## src/design/tae_pkg.sv

```systemverilog
// shared types and constants of the tar archive stream extractor
package tae_pkg;

    localparam int BLOCK_BYTES    = 512;
    localparam int OFF_W          = 9;
    localparam int SIZE_BITS      = 33;
    localparam int NAME_BYTES_DEF = 256;
    localparam int NAME_FIELD_LEN = 100;
    localparam int SIZE_OFF       = 124;
    localparam int SIZE_DIGITS    = 11;
    localparam int TYPE_OFF       = 156;
    localparam int PREFIX_OFF     = 345;
    localparam int PREFIX_LEN     = 155;
    localparam int CHUNK_BYTES    = 8;
    localparam int QUEUE_DEPTH    = 4;

    localparam logic [7:0] CH_ZERO  = 8'h30;
    localparam logic [7:0] CH_SEVEN = 8'h37;
    localparam logic [7:0] CH_SPACE = 8'h20;
    localparam logic [7:0] CH_LONG  = 8'h4C;
    localparam logic [7:0] CH_SLASH = 8'h2F;

    localparam logic [1:0] KIND_START = 2'd0;
    localparam logic [1:0] KIND_NAME  = 2'd1;
    localparam logic [1:0] KIND_DATA  = 2'd2;
    localparam logic [1:0] KIND_END   = 2'd3;

    // what an item in the queue asks of the back end
    typedef enum logic {
        OP_HDR,
        OP_CONTENT
    } op_t;

    // decision taken on the last byte of a header block
    typedef enum logic [2:0] {
        ACT_NONE,
        ACT_END,
        ACT_LONG,
        ACT_FILE,
        ACT_META
    } act_t;

    typedef struct packed {
        op_t                  op;
        act_t                 act;
        logic [7:0]           data;
        logic [OFF_W-1:0]     offset;
        logic                 prefix_set;
        logic                 elast;
        logic [SIZE_BITS-1:0] size;
    } q_item_t;

endpackage

```

## src/design/tae_front.sv

```systemverilog
// front end: tracks block position, parses header fields on the fly, classifies items
module tae_front (
    input  logic             clk,
    input  logic             rst_n,
    input  logic             s_tvalid,
    output logic             s_tready,
    input  logic [7:0]       s_tdata,
    output logic             push,
    output tae_pkg::q_item_t push_item,
    input  logic             q_full
);

    typedef enum logic [1:0] {
        PH_HEADER,
        PH_CONTENT,
        PH_PAD,
        PH_ENDED
    } phase_t;

    localparam int OW = tae_pkg::OFF_W;
    localparam int SB = tae_pkg::SIZE_BITS;

    phase_t            phase_reg;
    logic [OW-1:0]     off_reg;
    logic              all_zero_reg;
    logic              long_pending_reg;
    logic              await_meta_reg;
    logic [SB-1:0]     bytes_left_reg;
    logic [OW-1:0]     pad_left_reg;
    logic [SB-1:0]     size_reg;
    logic              size_stop_reg;
    logic              size_lead_reg;
    logic [7:0]        type_reg;
    logic              prefix_set_reg;

    logic              accept;
    logic              blk_end;
    logic              zero_eff;
    logic              in_size;
    logic              is_digit;
    logic [SB-1:0]     size_next;
    logic              stop_next;
    logic              lead_next;
    tae_pkg::act_t     act;

    assign s_tready = !q_full;
    assign accept   = s_tvalid && !q_full;
    assign blk_end  = (off_reg == OW'(tae_pkg::BLOCK_BYTES - 1));
    assign zero_eff = all_zero_reg && (s_tdata == 8'h00);
    assign in_size  = (off_reg >= OW'(tae_pkg::SIZE_OFF))
                   && (off_reg < OW'(tae_pkg::SIZE_OFF + tae_pkg::SIZE_DIGITS));
    assign is_digit = (s_tdata >= tae_pkg::CH_ZERO) && (s_tdata <= tae_pkg::CH_SEVEN);

    // octal size field: leading spaces, then digits up to the first other byte
    always_comb
    begin
        size_next = size_reg;
        stop_next = size_stop_reg;
        lead_next = size_lead_reg;
        if (in_size && !size_stop_reg)
        begin
            if (size_lead_reg && (s_tdata == tae_pkg::CH_SPACE))
            begin
                lead_next = 1'b1;
            end
            else if (is_digit)
            begin
                lead_next = 1'b0;
                size_next = {size_reg[SB-4:0], s_tdata[2:0]};
            end
            else
            begin
                stop_next = 1'b1;
            end
        end
    end

    // block decision on the last header byte
    always_comb
    begin
        act = tae_pkg::ACT_NONE;
        if (blk_end)
        begin
            if (await_meta_reg)
            begin
                act = tae_pkg::ACT_META;
            end
            else if (zero_eff)
            begin
                act = tae_pkg::ACT_END;
            end
            else if (long_pending_reg)
            begin
                act = tae_pkg::ACT_LONG;
            end
            else if ((type_reg == 8'h00) || (type_reg == tae_pkg::CH_ZERO))
            begin
                act = tae_pkg::ACT_FILE;
            end
        end
    end

    // queue item
    always_comb
    begin
        push_item.op         = (phase_reg == PH_CONTENT) ? tae_pkg::OP_CONTENT : tae_pkg::OP_HDR;
        push_item.act        = (phase_reg == PH_CONTENT) ? tae_pkg::ACT_NONE : act;
        push_item.data       = s_tdata;
        push_item.offset     = off_reg;
        push_item.prefix_set = prefix_set_reg;
        push_item.elast      = (bytes_left_reg == SB'(1));
        push_item.size       = size_reg;
        push = accept && ((phase_reg == PH_HEADER) || (phase_reg == PH_CONTENT));
    end

    // phase and header tracking
    always_ff @(posedge clk or negedge rst_n)
    begin
        if (!rst_n)
        begin
            phase_reg        <= PH_HEADER;
            off_reg          <= '0;
            all_zero_reg     <= 1'b1;
            long_pending_reg <= 1'b0;
            await_meta_reg   <= 1'b0;
            bytes_left_reg   <= '0;
            pad_left_reg     <= '0;
            size_reg         <= '0;
            size_stop_reg    <= 1'b0;
            size_lead_reg    <= 1'b1;
            type_reg         <= '0;
            prefix_set_reg   <= 1'b0;
        end
        else if (accept)
        begin
            case (phase_reg)
                PH_HEADER:
                begin
                    off_reg <= off_reg + 1'b1;
                    if (off_reg == OW'(tae_pkg::TYPE_OFF))
                    begin
                        type_reg <= s_tdata;
                    end
                    if (off_reg == OW'(tae_pkg::PREFIX_OFF))
                    begin
                        prefix_set_reg <= (s_tdata != 8'h00);
                    end
                    if (blk_end)
                    begin
                        all_zero_reg  <= 1'b1;
                        size_reg      <= '0;
                        size_stop_reg <= 1'b0;
                        size_lead_reg <= 1'b1;
                        case (act)
                            tae_pkg::ACT_META, tae_pkg::ACT_FILE:
                            begin
                                await_meta_reg <= 1'b0;
                                bytes_left_reg <= size_reg;
                                pad_left_reg   <= OW'(0) - size_reg[OW-1:0];
                                phase_reg      <= (size_reg != '0) ? PH_CONTENT : PH_HEADER;
                            end
                            tae_pkg::ACT_END:
                            begin
                                phase_reg <= PH_ENDED;
                            end
                            tae_pkg::ACT_LONG:
                            begin
                                long_pending_reg <= 1'b0;
                                await_meta_reg   <= 1'b1;
                            end
                            default:
                            begin
                                if (type_reg == tae_pkg::CH_LONG)
                                begin
                                    long_pending_reg <= 1'b1;
                                end
                            end
                        endcase
                    end
                    else
                    begin
                        all_zero_reg  <= zero_eff;
                        size_reg      <= size_next;
                        size_stop_reg <= stop_next;
                        size_lead_reg <= lead_next;
                    end
                end
                PH_CONTENT:
                begin
                    bytes_left_reg <= bytes_left_reg - 1'b1;
                    if (bytes_left_reg == SB'(1))
                    begin
                        phase_reg <= (pad_left_reg != '0) ? PH_PAD : PH_HEADER;
                    end
                end
                PH_PAD:
                begin
                    pad_left_reg <= pad_left_reg - 1'b1;
                    if (pad_left_reg == OW'(1))
                    begin
                        phase_reg <= PH_HEADER;
                    end
                end
                default:
                begin
                    phase_reg <= PH_ENDED;
                end
            endcase
        end
    end

endmodule

```

## config.mk

```make
export PLATFORM = sky130hd
export DESIGN_NAME = tae_front
export DESIGN_NICKNAME = d
export VERILOG_FILES = /design/src/design/tae_pkg.sv /design/src/design/tae_front.sv
export SDC_FILE = /design/constraint.sdc
export NUM_CORES = 1
export LEC_CHECK = 0
export BUFFER_PORTS_ARGS = -buffer_cell sky130_fd_sc_hd__buf_2
export CORE_ASPECT_RATIO = 1.4
export CORE_MARGIN = 1
export CORE_UTILIZATION = 59
export DETAILED_ROUTE_END_ITERATION = 8
export PLACE_DENSITY = 0.88
export SLEW_MARGIN = 25
export SYNTH_ARGS = -nofsm -noshare
export SYNTH_HDL_FRONTEND = slang
export SYNTH_SLANG_ARGS = --single-unit
```

## constraint.sdc

```tcl
create_clock -name clk -period 3 [get_ports clk]
set_clock_uncertainty 0.2 [all_clocks]
set_input_delay 0.45 -clock clk [delete_from_list [all_inputs] [get_ports clk]]
set_output_delay 0.45 -clock clk [all_outputs]
set_load 0.1 [all_outputs]
```

Word level (Yosys, flattened, before mapping)
Index checks and enable logic that the tools add are counted.
{ "op_classes": {"add_sub_neg": 4, "magnitude_cmp": 4, "eq_ne": 21, "muxes": 36, "n_bitwise": 1, "reduce_logical": 37} }
{ "ops": {"columns": ["op", "count"], "rows": [
  ["2-to-1 mux 33 bit", 6],
  ["case mux 33 bit (2 select lines)", 1],
  ["equality test 33 x 1 -> 1 bit (second input constant)", 1],
  ["nonzero test 33 bit", 1],
  ["subtractor 33 x 1 -> 33 bit (second input constant)", 1],
  ["AND reduction 5 bit", 4],
  ["equality test 9 bit (second input constant)", 2],
  ["2-to-1 mux 9 bit", 2],
  ["case mux 9 bit (2 select lines)", 1],
  ["equality test 8 x 6 -> 1 bit (second input constant)", 2],
  ["logical NOT 8 bit", 2],
  ["AND reduction 4 bit", 4],
  ["2-to-1 mux 2 bit", 7],
  ["2-to-1 mux 1 bit", 12],
  ["nonzero test 2 bit", 6],
  ["!= test 2 bit (second input constant)", 5],
  ["adder 9 x 1 -> 9 bit (second input constant)", 1],
  ["equality test 9 x 1 -> 1 bit (second input constant)", 1],
  ["equality test 9 x 8 -> 1 bit (second input constant)", 1],
  [">= comparator 9 x 7 -> 1 bit (second input constant)", 1],
  ["< comparator 9 x 8 -> 1 bit (second input constant)", 1],
  ["2-to-1 mux 3 bit", 3],
  ["nonzero test 9 bit", 1],
  ["subtractor 1 x 9 -> 9 bit (first input constant)", 1],
  ["25 further kinds", 36]
]} }
{ "word_totals": {"register_bits": 100, "in_bits": 12, "output_inout_bits": 58, "wordCells": 115} }

Logic depth before layout (Yosys ltp)
{ "depth": {"depth_word": 12, "mapped_depth": 11, "mapped_depth_nobuf": 9} }

Worst setup path after synthesis
Ideal clock, no wire load.
{ "synth_timing": {"path_type": "reg2out", "startpoint": "register off_reg[0]", "endpoint": "output port push_item[53] (netlist name)", "arrival_ns": 4.262, "required_time_ns": 2.350, "setup_slack_ns": -1.912, "path_stages_with_launch": 9, "path_buffers": 0, "cell_sequence": "dfrtp_1 > ha_1 > and3_1 > and3_1 > ha_1 > inv_1 > nor2_1 > nand2_1 > nor3_1"} }
{ "synth_rtl": {"columns": ["element", "line_no", "text"], "rows": [
  ["start, declared", "tae_front.sv:24", "logic [OW-1:0] off_reg;"],
  ["start signal, assigned", "tae_front.sv:139", "off_reg <= off_reg + 1'b1;"],
  ["end, declared", "tae_front.sv:9", "output tae_pkg::q_item_t push_item,"]
]} }

==> results.json <==
{
  "outcome": "finished, final reports clean",
  "ys_seq_area_share_pct": 42.7,
  "drive_above_1_share_pct": 26.3,
  "ir_drop_v": 0.000606,
  "netlist_area_um2": 5870,
  "fp.dieArea_um2": 10400,
  "drc": 0,
  "leakagePower_uw": 0.00318,
  "grt.met3_usage_pct": 4.06,
  "vias": 5678,
  "nets": 734,
  "syn_nets": 659,
  "die_width_um": 86.3,
  "stdcell_count": 846,
  "routed_via_density": 6.71,
  "start_util_pct": 61.3,
  "cp_data_required_time_ns": 2.35,
  "grt_use_met2_pct": 56.6,
  "coreArea_um2": 9560,
  "p_per_area_nw_per_um2": 812,
  "drtPass1Iterations": 6,
  "synthTopCellsByArea": "dfrtp_1, a22o_1, nor2_1",
  "ys_seq_elements": 100,
  "place_inst": 813,
  "pin_count": 70,
  "synth_warnings": 0,
  "cts_buffers": 9,
  "drv_slew": 0,
  "fp.dieH_um": 120,
  "grtUsageTotal_pct": 34.0,
  "clock_sinks": 100,
  "max_slew_margin_pct": 50.3,
  "maxCapViolCount": 0,
  "yosysTopAreaCellShare_pct": 41.8,
  "area_delta_synth_final_pct": 18.7,
  "arrival_ns": 2.26,
  "cts_tree": "done",
  "grt_max_degree": 48,
  "grt_pass1_vias": 5609,
  "overflow": 0,
  "period_share_pct": 97.1,
  "design_area_um2": 6960,
  "wl_per_cell_um": 19.8,
  "hold_path.class": "input pin to register",
  "period_needed_ns": 2.91,
  "use_met1_pct": 41.5,
  "netlist_instances": 634,
  "ys.flop_type": "dfrtp_1",
  "worst_pin_slew_ns": 0.738,
  "cp_max_fo": 7,
  "routed_wl_mm": 16.8,
  "synth_top_cell_by_area": "dfrtp_1",
  "io_buffers": 69,
  "dpl_cell_area_um2": 6470,
  "gp_congestion": 0.908,
  "clock_latency_ns": 0.36,
  "power_uw": 5650,
  "synth_cell_types": 75,
  "n_antenna_cell": 0,
  "antenna_found_initial": 0,
  "setup_violations": 0,
  "critPathCaptureType": "output port",
  "h-tree-depth": 3,
  "top_usage_layer": "met2",
  "root_buffer": "clkbuf_16",
  "worstSetupPathType": "register to output port",
  "worstSetupStartpointType": "register",
  "row_count": 42,
  "antenna_left": 0,
  "grt_pass1_wl_mm": 27.3,
  "first_iter_violations": 522,
  "syn_avg_cell_area_um2": 9.25,
  "finalHoldViolations": 0,
  "synth_async_sr_flop_share_pct": 100,
  "fmaxAchievable_ghz": 0.343,
  "clock_path_buffers": 2,
  "path_clk_slew_ns": 0.07,
  "synth_edf_count": 0,
  "dp_hpwl_mm": 11.4,
  "rsz0062_at_grt": "no"
}
-- critical path, stage by stage (launching register included) --
cell     delay [ns]
dfrtp_1        0.46
or3_4          0.42
or4_4          0.57
nor4_4         0.24
buf_12         0.22
-- logic make-up (layout without fill, tap and decap cells) --
kind of cell | count (synthesis) | count (layout) | share of synthesized area (%)
AND/OR/NAND/NOR | 240 | 240 | 22.1
AO/OA/AOI/OAI | 176 | 176 | 22.0
flip-flops | 100 | 100 | 42.7
buffers and inverters | 77 | 157 | 5.82
XOR/XNOR | 15 | 15 | 2.24
adder cells (fa/ha/maj) | 13 | 13 | 2.77
multiplexers | 13 | 13 | 2.43
-- Yosys cell counts (all sizes together), types with 9 or more instances --
library cell / count
dfrtp: 98
mux2: 10
nor2: 64
ha: 13
o22ai: 9
a22o: 34
nor4: 25
xnor2: 9
a21oi: 29
or3: 11
nand3: 11
buf: 15
inv: 26
nor3: 29
o21ai: 31
clkbuf: 35
nand2: 38
or4: 9
-- final timing paths --
| kind | endpoint | start | slack (ns) | cells past startpoint |
|---|---|---|---|---|
| min | type_reg[7]$_DFFE_PN0P_ | s_tdata[7] | 0.17 | 2 |
| max in group asynchronous | off_reg[2]$_DFFE_PN0P_ | rst_n | 1.56 | 3 |
| min in group asynchronous | type_reg[2]$_DFFE_PN0P_ | rst_n | 0.37 | 2 |
| max | push_item[33] | bytes_left_reg[20]$_DFFE_PN0P_ | 0.09 | 4 |
| max reg2reg | pad_left_reg[3]$_DFFE_PN0P_ | type_reg[1]$_DFFE_PN0P_ | 0.22 | 5 |
| min reg2reg | size_lead_reg$_DFFE_PN1P_ | size_lead_reg$_DFFE_PN1P_ | 0.26 | 2 |
-- cell type report --
cell class	instances	area (um^2)
Clock buffer	11	253
Clock inverter	5	35.0
Fill cell	719	2600
Inverter	27	101
Multi-Input combinational cell	457	3120
Sequential cell	100	2520
Tap cell	132	165
Timing Repair Buffer	114	762
-- report_power, final --
| group | total, uW | switching [uW] | internal (uW) | leakage (uW) |
|---|---|---|---|---|
| clock network | 1140 | 527 | 610 | 0.000142 |
| logic | 2540 | 1600 | 944 | 0.00173 |
| registers | 1970 | 334 | 1630 | 0.00131 |
| total | 5650 | 2460 | 3190 | 0.00318 |
-- per-stage QoR --
stage | utilization (%) | TNS (ns) | setup WS, ns | hold WS [ns]
after CTS | 71.7 | -0.0137 | -0.0137 | 0.177
final | 72.8 | 0 | 0.0870 | 0.173
after global placement | 67.7 | 0 | 0.250 | 0.215
after floorplan | - | -1.31 | -0.509 | -0.0456
after global routing | 72.8 | 0 | 0.00738 | 0.193
after detailed placement | 67.7 | 0 | 0.170 | 0.214
-- layout by cell type (no fill, tap or decap), drive strengths merged, types with 4 or more instances in the layout --
master   synthesis  final
buf             15    113
dfrtp           98     98
nor2            64     64
nand2           38     38
a22o            34     34
o21ai           31     31
a21oi           29     29
nor3            29     29
inv             26     27
nor4            25     25
ha              13     13
nand3           11     11
clkbuf          35     11
or3             11     11
mux2            10     10
xnor2            9      9
o22ai            9      9
or4              9      9
a31oi            8      8
a2bb2oi          8      8
o22a             8      8
nand2b           7      7
nand4            7      7
and4             7      7
xor2             6      6
nor2b            6      6
a41oi            6      6
nor4b            5      5
o31ai            4      4
or2              4      4
and3             4      4
clkinv           1      4
-- what timing repair did --
action	in CTS	in global routing
endpoints found under the hold margin	29	0
buffers inserted	8	8
pin swaps	3	5
hold buffers	1	0
setup endpoints to repair	3	4
gates resized for setup	6	10
-- layer usage --
metal / vias to the layer above / share of wire [%]
li1: 2505 / -
met1: 2800 / 38
met2: 288 / 51
met3: 85 / 5.3
met4: 0 / 5.1
met5: - / 0
No activity file was read; power rests on OpenSTA's default activity.
