--- src/design/tae_pkg.sv ---
// shared types and constants of the tar archive stream extractor
package tae_pkg;

    localparam int BLOCK_BYTES    = 512;
    localparam int OFF_W          = 9;
    localparam int SIZE_BITS      = 33;
    localparam int NAME_BYTES_DEF = 256;
    localparam int NAME_FIELD_LEN = 100;
    localparam int SIZE_OFF       = 124;
    localparam int SIZE_DIGITS    = 11;
    localparam int TYPE_OFF       = 156;
    localparam int PREFIX_OFF     = 345;
    localparam int PREFIX_LEN     = 155;
    localparam int CHUNK_BYTES    = 8;
    localparam int QUEUE_DEPTH    = 4;

    localparam logic [7:0] CH_ZERO  = 8'h30;
    localparam logic [7:0] CH_SEVEN = 8'h37;
    localparam logic [7:0] CH_SPACE = 8'h20;
    localparam logic [7:0] CH_LONG  = 8'h4C;
    localparam logic [7:0] CH_SLASH = 8'h2F;

    localparam logic [1:0] KIND_START = 2'd0;
    localparam logic [1:0] KIND_NAME  = 2'd1;
    localparam logic [1:0] KIND_DATA  = 2'd2;
    localparam logic [1:0] KIND_END   = 2'd3;

    // what an item in the queue asks of the back end
    typedef enum logic {
        OP_HDR,
        OP_CONTENT
    } op_t;

    // decision taken on the last byte of a header block
    typedef enum logic [2:0] {
        ACT_NONE,
        ACT_END,
        ACT_LONG,
        ACT_FILE,
        ACT_META
    } act_t;

    typedef struct packed {
        op_t                  op;
        act_t                 act;
        logic [7:0]           data;
        logic [OFF_W-1:0]     offset;
        logic                 prefix_set;
        logic                 elast;
        logic [SIZE_BITS-1:0] size;
    } q_item_t;

endpackage

--- src/design/tae_queue.sv ---
// short fifo of classified items between front and back end
module tae_queue (
    input  logic             clk,
    input  logic             rst_n,
    input  logic             push,
    input  tae_pkg::q_item_t push_item,
    output logic             full,
    input  logic             pop,
    output tae_pkg::q_item_t pop_item,
    output logic             not_empty
);

    localparam int PW = $clog2(tae_pkg::QUEUE_DEPTH);
    localparam int CW = $clog2(tae_pkg::QUEUE_DEPTH + 1);

    tae_pkg::q_item_t  slot_reg [tae_pkg::QUEUE_DEPTH];
    logic [PW-1:0]     wr_ptr_reg;
    logic [PW-1:0]     rd_ptr_reg;
    logic [CW-1:0]     count_reg;

    assign full      = (count_reg == CW'(tae_pkg::QUEUE_DEPTH));
    assign not_empty = (count_reg != '0);
    assign pop_item  = slot_reg[rd_ptr_reg];

    // storage
    always_ff @(posedge clk)
    begin
        if (push)
        begin
            slot_reg[wr_ptr_reg] <= push_item;
        end
    end

    // pointers and fill level
    always_ff @(posedge clk or negedge rst_n)
    begin
        if (!rst_n)
        begin
            wr_ptr_reg <= '0;
            rd_ptr_reg <= '0;
            count_reg  <= '0;
        end
        else
        begin
            if (push)
            begin
                wr_ptr_reg <= wr_ptr_reg + 1'b1;
            end
            if (pop)
            begin
                rd_ptr_reg <= rd_ptr_reg + 1'b1;
            end
            if (push && !pop)
            begin
                count_reg <= count_reg + 1'b1;
            end
            else if (pop && !push)
            begin
                count_reg <= count_reg - 1'b1;
            end
        end
    end

endmodule

--- config.mk ---
export PLATFORM = sky130hd
export DESIGN_NAME = tae_queue
export DESIGN_NICKNAME = d
export VERILOG_FILES = /design/src/design/tae_pkg.sv /design/src/design/tae_queue.sv
export SDC_FILE = /design/constraint.sdc
export NUM_CORES = 1
export LEC_CHECK = 0
export BUFFER_PORTS_ARGS = -buffer_cell sky130_fd_sc_hd__buf_2
export CORE_MARGIN = 10
export CORE_UTILIZATION = 57
export CTS_CLUSTER_SIZE = 14
export DETAILED_ROUTE_END_ITERATION = 6
export HOLD_SLACK_MARGIN = 0.02
export PLACE_DENSITY = 0.75
export RECOVER_POWER = 25
export SYNTH_ARGS = -nofsm -noshare
export SYNTH_HDL_FRONTEND = slang
export SYNTH_SLANG_ARGS = --single-unit
--- constraint.sdc ---
create_clock -name clk -period 2.6 [get_ports clk]
set_input_delay 0.26 -clock clk [delete_from_list [all_inputs] [get_ports clk]]
set_output_delay 0.26 -clock clk [all_outputs]
set_load 0.1 [all_outputs]
### Yosys cells after proc, flatten, opt, wreduce, memory -nomap -nowiden

Memory sizes are Yosys's and may differ from the RTL's.
Index checks and enable logic that the tools add are counted.

| word-level totals | value |
|---|---|
| register bits after elaboration | 7 |
| bits in writable memories | 224 |
| input port bits | 60 |
| output and inout port bits | 58 |
| logic and storage cells | 19 |
| memories | 1 |

| operators by class | value |
|---|---|
| add/subtract/negate cells | 4 |
| eq/ne operators | 1 |
| muxes and demuxes | 4 |
| reduce and logical (&&, ||, !) cells | 6 |

Memories:

| memory | depth | bits a word | read ports | clocked after Yosys merged registers in | wr ports | line | text |
|---|---|---|---|---|---|---|---|
| slot_reg | 4 | 56 | 1 | 0 | 1 | tae_queue.sv:16 | `tae_pkg::q_item_t slot_reg [tae_pkg::QUEUE_DEPTH];` |

Operators by type and width:

| cell | number |
|---|---|
| $mux 3 | 2 |
| $add 2x1->2 const B | 2 |
| $add 3x1->3 const B | 1 |
| $eq 3x3->1 const B | 1 |
| $reduce_bool 3->1 | 1 |
| $sub 3x1->3 const B | 1 |
| $logic_and 1x1->1 | 2 |
| $logic_not 1->1 | 2 |
| $mux 1 | 2 |
| $reduce_bool 2->1 | 1 |

### Logic depth before layout (Yosys ltp)

Gate-level depths: netlist of the first run.

| depth | value |
|---|---|
| depth after elaboration | 4 |
| depth in mapped cells | 7 |
| depth with buffers taken out | 7 |

### Worst setup path before layout of the first run

OpenSTA, ideal clock, no wires.

| timing path | value |
|---|---|
| path kind | reg-to-output |
| start point | reg count_reg[0] |
| end point | out full |
| arrival | 2.647 ns |
| required time | 2.340 ns |
| path slack | -0.307 ns |
| cell stages (with the launch flop) | 2 |
| buffers on the path | 0 |
| cells stage by stage | dfrtp_1 -> nor3b_1 |

| between the ends | value |
|---|---|
| longest elaborated chain between the ends | 1 |

RTL lines:

| element | line | text |
|---|---|---|
| start, declared | tae_queue.sv:19 | `logic [CW-1:0] count_reg;` |
| start signal, assigned | tae_queue.sv:55 | `count_reg <= count_reg + 1'b1;` |
| start signal, assigned | tae_queue.sv:59 | `count_reg <= count_reg - 1'b1;` |
| $eq 3x3->1 | tae_queue.sv:21 | `assign full = (count_reg == CW'(tae_pkg::QUEUE_DEPTH));` |
| end, declared | tae_queue.sv:7 | `output logic full,` |

No other way between the ends.

==> results.txt, run 1 <==
----------------------------------------------------
[Clock tree]
  Inserted Clock Buffers ... 24
  Clock tree from TritonCTS ... done
  Clock-pin slew of the registers on the worst-case setup and hold paths ... 0.06 ns
  Post_cts resized ... 0
  Clock Tree Buf Depth ... 3
  Number of levels the H-tree was split into ... 1
  Number of clock sinks ... 231
  Source-to-sink clock delay at the later pin of the worst-skew pair ... 0.50 ns
  Clock tree root driver cell ... clkbuf_16

[Job]
  Number of violations of the max-capacitance limit ... 0

[Global routing]
  Congestion Overflow GR ... 0
  Number of global-route vias before repair ... 4,565
  Wire length of the first global-routing pass ... 25.8 mm
  Total routing resource utilization after global routing ... 16.2%
  Pin count of the biggest net entering global routing ... 41
  Number of antenna violations at the first check in global routing ... 0

[Timing]
  Slew at the pin closest to its max-slew limit ... 0.629 ns
  Total of endpoints with negative setup slack in the final report ... 0
  Relative slew slack ... 58.1%
  Fmax ... 422 MHz
  Smallest hold slack ... 0.0573 ns
  Worst clock skew ... 0.00861 ns
  Final critical path time including I/O delays and setup ... 2.37 ns
  Sum Neg Setup Slack ... 0 ns
  Share of the clock period used by the worst path after layout ... 91.2%
  RSZ-0062 raised after global routing ... no
  Max-slew violation count ... 0
  Number of hold violations in the final report ... 0

[Critical path]
  Setup CP Type ... flip-flop to output pin
  Endpoint kind of the worst setup timing path ... output pin
  Data arrival, critical path ... 2.11 ns
  Family of cells with the greatest summed delay on the critical path ... buffers and inverters
  Ordered list of cells on the worst path ... buf_4 -> mux4_2 -> buf_2
  Biggest fanout along the worst timing path ... 8
  CP Launch Type ... flip-flop
  Standard cell with the maximum stage delay on the critical path ... mux4_2
  Number of buffers and inverters on the critical path ... 2
  Critical path data required time ... 2.34 ns
  Delay of the slowest cell on the worst path ... 0.53 ns

[Synth]
  Gate Count Post-Synth ... 327
  Mean instance size in the synthesized netlist ... 26.0 um2
  Post-synth net total ... 393
  Distinct cell type count after synthesis ... 20
  Synth warn ... 0
  Summed instance area of the synthesized netlist ... 0.00850 mm2
  Register bit count reported by yosys ... 231
  Post-synthesis sequential area ratio ... 81.2%

[Final layout]
  Area growth from synthesis to layout ... 25.1%
  Total Nets Final ... 599
  Share of cells above drive strength 1 ... 36.0%
  Area of all placed cells without fillers ... 0.0106 mm2
  Antenna diodes ... 0
  Flip-flop count of the largest register after layout ... 224

[Die]
  Io pins ... 118
  Total die area ... 0.0202 mm2
  Initial cell density of the core ... 58.3%
  Placement row count ... 44
  Chip Width ... 142 um
  Placeable Area ... 0.0146 mm2
  Vertical die dimension ... 142 um

[Route]
  Antenna violation net count after detailed routing ... 0
  Per-cell routed wire length ... 21.9 um
  Count of vias placed by the detailed router ... 4,061
  Number of design-rule violations left by the first detailed-router iteration ... 266
  Detailed Route WL ... 16.0 mm
  Post-detailed-route DRC marker count ... 0
  Number of optimization iterations in the first detailed-route pass ... 4
  Vias per inst ... 5.56

[Run status]
  Status ... completed

[Placed design]
  GPL Wtd Cong ... 0.684
  Buffers on Ports ... 117
  Post-placement cell area ... 0.00936 mm2
  Estimated wirelength of the detail-placed design ... 9.68 mm

[Hold path]
  Min-delay worst type ... primary input to flip-flop

----------------------------------------------------
==> worst register-to-register path, delay by kind of cell (launching register included) <==
| family | cells | cell delay, ns |
|---|---|---|
| buffers and inverters | 2 | 0.42 |
| AND/OR/NAND/NOR | 1 | 0.47 |
| adder cells (fa/ha/maj) | 1 | 0.14 |
| flip-flops | 1 | 0.42 |
==> layer usage <==
layer	track usage [%]	wire length (um)
met5	0	0
met4	4.03	245
met3	4.04	1030
met2	27.1	8370
met1	20.9	6340
==> through the flow <==
step	cells	worst slack (ns)	util (%)
final	731	0.228	72.9
after CTS	731	0.180	73.2
after global routing	731	0.145	72.9
after detailed placement	630	0.521	64.2
after floorplan	327	0.239	-
after global placement	630	0.544	64.2
==> logic make-up after synthesis <==
family,synth area share [%]
AND/OR/NAND/NOR,0.589
multiplexers,15.0
flip-flops,81.2
adder cells (fa/ha/maj),0.971
buffers and inverters,1.60
XOR/XNOR,0.618
AO/OA/AOI/OAI,0.0588
==> worst paths after layout <==
check                               from               to  slack, ns  cells after the start
max                        rd_ptr_reg[0]     pop_item[50]       0.23                      3
min                                 push    wr_ptr_reg[0]       0.06                      2
max reg2reg                wr_ptr_reg[0]  slot_reg[0][22]       0.85                      4
min reg2reg                 count_reg[2]     count_reg[2]       0.49                      1
max in group asynchronous          rst_n    rd_ptr_reg[0]       2.06                      2
min in group asynchronous          rst_n     count_reg[2]       0.21                      2
==> what timing repair did <==
item | in CTS | in global routing
hold buffers | 58 | 0
hold endpoints to repair | 232 | 0
setup buffers | 3 | 0
setup endpoints to repair | 5 | 0
==> synth_stat cells <==
cell      count  area [um2]
and2_1        4        25.0
fa_1          1        20.0
dfrtp_1       7         175
clkbuf_1      2        7.51
edfxtp_1    224        6730
inv_1         4        15.0
mux2_2        1        11.3
buf_12        3        60.1
mux4_2       56        1260
or3_1         1        6.26
ha_1          5        62.6
buf_6         1        11.3
nor3b_1       1        7.51
o21ai_0       1        5.00
nor2_1        1        3.75
nand2_1       2        7.51
xor2_1        4        35.0
xnor2_1       2        17.5
buf_4         3        22.5
buf_2         4        20.0
==> cell usage in the layout (no fill, tap or decap) <==
| cell type | instances |
|---|---|
| edfxtp_1 | 224 |
| buf_2 | 84 |
| dlygate4sd3_1 | 58 |
| mux4_2 | 56 |
| clkbuf_1 | 39 |
| clkbuf_16 | 25 |
| buf_4 | 15 |
| ha_1 | 5 |
| clkinv_2 | 5 |
| dfrtp_1 | 5 |
| inv_1 | 4 |
| and2_2 | 4 |
| xor2_1 | 4 |
| clkinv_1 | 3 |
| buf_12 | 3 |
| xnor2_1 | 2 |
| nand2_1 | 2 |
| or3_1 | 1 |
| nor3b_2 | 1 |
| mux2_2 | 1 |
| o21ai_0 | 1 |
| nor2_1 | 1 |
| fa_1 | 1 |
| bufinv_16 | 1 |
| dfrtp_4 | 1 |
| dfrtp_2 | 1 |
==> layout make-up <==
| class | instances | area (um2) |
|---|---|---|
| Sequential cell | 231 | 6910 |
| Fill cell | 874 | 3950 |
| Multi-Input combinational cell | 79 | 1470 |
| Timing Repair Buffer | 193 | 1300 |
| Clock buffer | 31 | 648 |
| Tap cell | 184 | 230 |
| Clock inverter | 9 | 66.3 |
| Inverter | 4 | 15.0 |
Power of run 1 is not shown: default switching activity piles up to over one toggle a cycle in this logic, so the estimate is an artifact.
==> run 2, diff against run 1 <==
==> constraint.sdc (replaced) <==
create_clock -name clk -period 2.6 [get_ports clk]
set_input_delay 0.52 -clock clk [delete_from_list [all_inputs] [get_ports clk]]
set_output_delay 0.52 -clock clk [all_outputs]
set_load 0.1 [all_outputs]
==> results.txt, run 2 (synthesis results as in run 1) <==
----------------------------------------------------
[Final layout]
  Most frequent standard cell in the layout excluding fill and tap cells ... edfxtp_1
  Area taken by multi-input logic gates ... 0.00147 mm2 (unchanged)
  Flip-flop count of the largest register after layout ... 224 (unchanged)
  Area of all placed cells without fillers ... 0.0103 mm2 (-2.7%)
  Most used cells in the layout excluding fill and tap cells ... edfxtp_1, mux4_2, clkbuf_1
  Area growth from synthesis to layout ... 21.8%
  Total Nets Final ... 535 (-11%)
  Final-layout fill cell count ... 882 (+0.92%)
  Share of cells above drive strength 1 ... 39.2% (+3.2 points)
  Reg area ... 0.00691 mm2 (unchanged)

[Clock tree]
  Post CTS Setup Buffer Count ... 0 (-3)
  Clock tree root driver cell ... clkbuf_16
  Clock-pin slew of the registers on the worst-case setup and hold paths ... 0.06 ns (about the same)
  Clock Tree Buf Depth ... 3 (unchanged)
  Number of clock sinks ... 231 (unchanged)
  Source-to-sink clock delay at the later pin of the worst-skew pair ... 0.50 ns (about the same)
  Inserted Clock Buffers ... 23 (-4.2%)
  Number of levels the H-tree was split into ... 1 (unchanged)
  Clock tree from TritonCTS ... done

[Route]
  Detailed Route WL ... 15.2 mm (-4.8%)
  Per-cell routed wire length ... 22.7 um (+3.9%)
  Antenna violation net count after detailed routing ... 0 (unchanged)
  Number of design-rule violations left by the first detailed-router iteration ... 193 (-27%)
  Post-detailed-route DRC marker count ... 0 (unchanged)
  Number of optimization iterations in the first detailed-route pass ... 4 (unchanged)
  Vias per inst ... 5.61 (+1.0%)
  Count of vias placed by the detailed router ... 3,760 (-7.4%)

[Timing]
  Slew at the pin closest to its max-slew limit ... 0.586 ns (-0.0428 ns)
  Max-slew violation count ... 0 (unchanged)
  Fmax ... 393 MHz (-6.7%)
  Final critical path time including I/O delays and setup ... 2.54 ns (+0.171 ns)
  Share of the clock period used by the worst path after layout ... 97.8% (+6.6 points)
  Number of hold violations in the final report ... 0 (unchanged)
  Relative slew slack ... 60.9% (+2.9 points)
  Total of endpoints with negative setup slack in the final report ... 0 (unchanged)
  RSZ-0062 raised after global routing ... yes
  Worst clock skew ... 0.00810 ns (-0.000509 ns)

[Critical path]
  R2r setup slk ... 0.89 ns (+0.04 ns)
  Setup CP Type ... flip-flop to output pin
  Data arrival, critical path ... 2.02 ns (-0.09 ns)
  Critical path data required time ... 2.08 ns (-0.26 ns)
  R2r endpoint ... slot_reg[0][19]
  Path depth of the worst reg2reg path ... 4 (unchanged)
  Biggest fanout along the worst timing path ... 27 (+19)
  Startpoint of the most critical register-to-register path ... wr_ptr_reg[0]
  Endpoint kind of the worst setup timing path ... output pin
  CP Launch Type ... flip-flop

[Global routing]
  Number of antenna violations at the first check in global routing ... 1 (+1)
  Wire length of the first global-routing pass ... 23.9 mm (-7.5%)
  Pin count of the biggest net entering global routing ... 41 (unchanged)
  Congestion Overflow GR ... 0 (unchanged)
  Total routing resource utilization after global routing ... 15.1% (-1.1 points)
  Number of global-route vias before repair ... 4,193 (-8.1%)

[Die]
  Chip Width ... 142 um (unchanged)
  Vertical die dimension ... 142 um (unchanged)
  Total die area ... 0.0202 mm2 (unchanged)
  Io pins ... 118 (unchanged)
  Initial cell density of the core ... 58.3% (unchanged)
  Placement row count ... 44 (unchanged)
  Placeable Area ... 0.0146 mm2 (unchanged)

[Run status]
  Status ... completed

[Placed design]
  Post-placement cell area ... 0.00942 mm2 (+0.61%)
  GPL Wtd Cong ... 0.737 (+7.8%)
  Buffers on Ports ... 117 (unchanged)
  Estimated wirelength of the detail-placed design ... 9.61 mm (-0.71%)

[Hold path]
  Worst hold start ... pop
  Cell depth of the worst min-delay path ... 2 (unchanged)
  Hold path endpoint ... rd_ptr_reg[0]
  Min-delay worst type ... primary input to flip-flop

[Job]
  Number of violations of the max-capacitance limit ... 0 (unchanged)

----------------------------------------------------
-- run 2: cell types whose count changed in the layout (fill, tap and decap cells not counted), sizes merged --
cell         before  now
dlygate4sd3      58    1
buf             102   94
bufinv            1    2
clkinv            8    9
diode             0    1
inv               4    5
-- run 2: worst max path at each step --
stage                   from              to  slack [ns]
3_3_place_gp   rd_ptr_reg[0]    pop_item[15]        0.47
5_1_grt        rd_ptr_reg[0]     pop_item[1]       -0.04
3_5_place_dp   rd_ptr_reg[0]    pop_item[15]        0.46
4_1_cts        rd_ptr_reg[0]    pop_item[14]      -0.006
6_report       rd_ptr_reg[0]     pop_item[1]        0.06
2_1_floorplan  wr_ptr_reg[0]  slot_reg[2][0]        0.24
-- run 2: final cells by class --
| type | instances | area share, % |
|---|---|---|
| sequential | 231 | 66.7 |
| clock inverter | 12 | 1.06 |
| tap | 184 | 2.22 |
| multi-input combinational | 79 | 14.2 |
| inverter | 4 | 0.145 |
| timing repair buffer | 130 | 9.80 |
| clock buffer | 29 | 5.78 |
| antenna | 1 | 0.0242 |
-- run 2: critical path, cell delays in order (launching register included) --
cell	delay (ns)
dfrtp_4	0.46
buf_12	0.25
mux4_2	0.55
buf_4	0.25
-- run 2: repair_timing --
action / CTS / global route
endpoints found under the hold margin: 7 / 0
endpoints found under the setup margin: 47 / 52
hold buffers: 1 / 0
gates resized for setup: 59 / 26
pin swaps: 0 / 0
-- run 2: routing by layer --
| metal | part of all wire (%) | wire [um] | global-route usage (%) |
|---|---|---|---|
| met2 | 51 | 7770 | 25.0 |
| met1 | 42 | 6320 | 19.3 |
| met3 | 6.1 | 932 | 4.47 |
| met5 | 0 | 0 | 0 |
| met4 | 1.3 | 201 | 3.93 |
-- run 2: per-stage QoR --
stage / util [%] / hold WS (ns) / setup TNS (ns) / setup WS [ns] / cells
after floorplan: - / 0.224 / 0 / 0.239 / 327
after global placement: 64.6 / 0.359 / 0 / 0.472 / 627
after detailed placement: 64.6 / 0.367 / 0 / 0.460 / 627
after CTS: 70.6 / 0.216 / -0.00601 / -0.00601 / 669
after global routing: 70.9 / 0.229 / -0.458 / -0.0391 / 669
final: 70.9 / 0.229 / 0 / 0.0567 / 670
Power of run 2 is left out for the same reason.
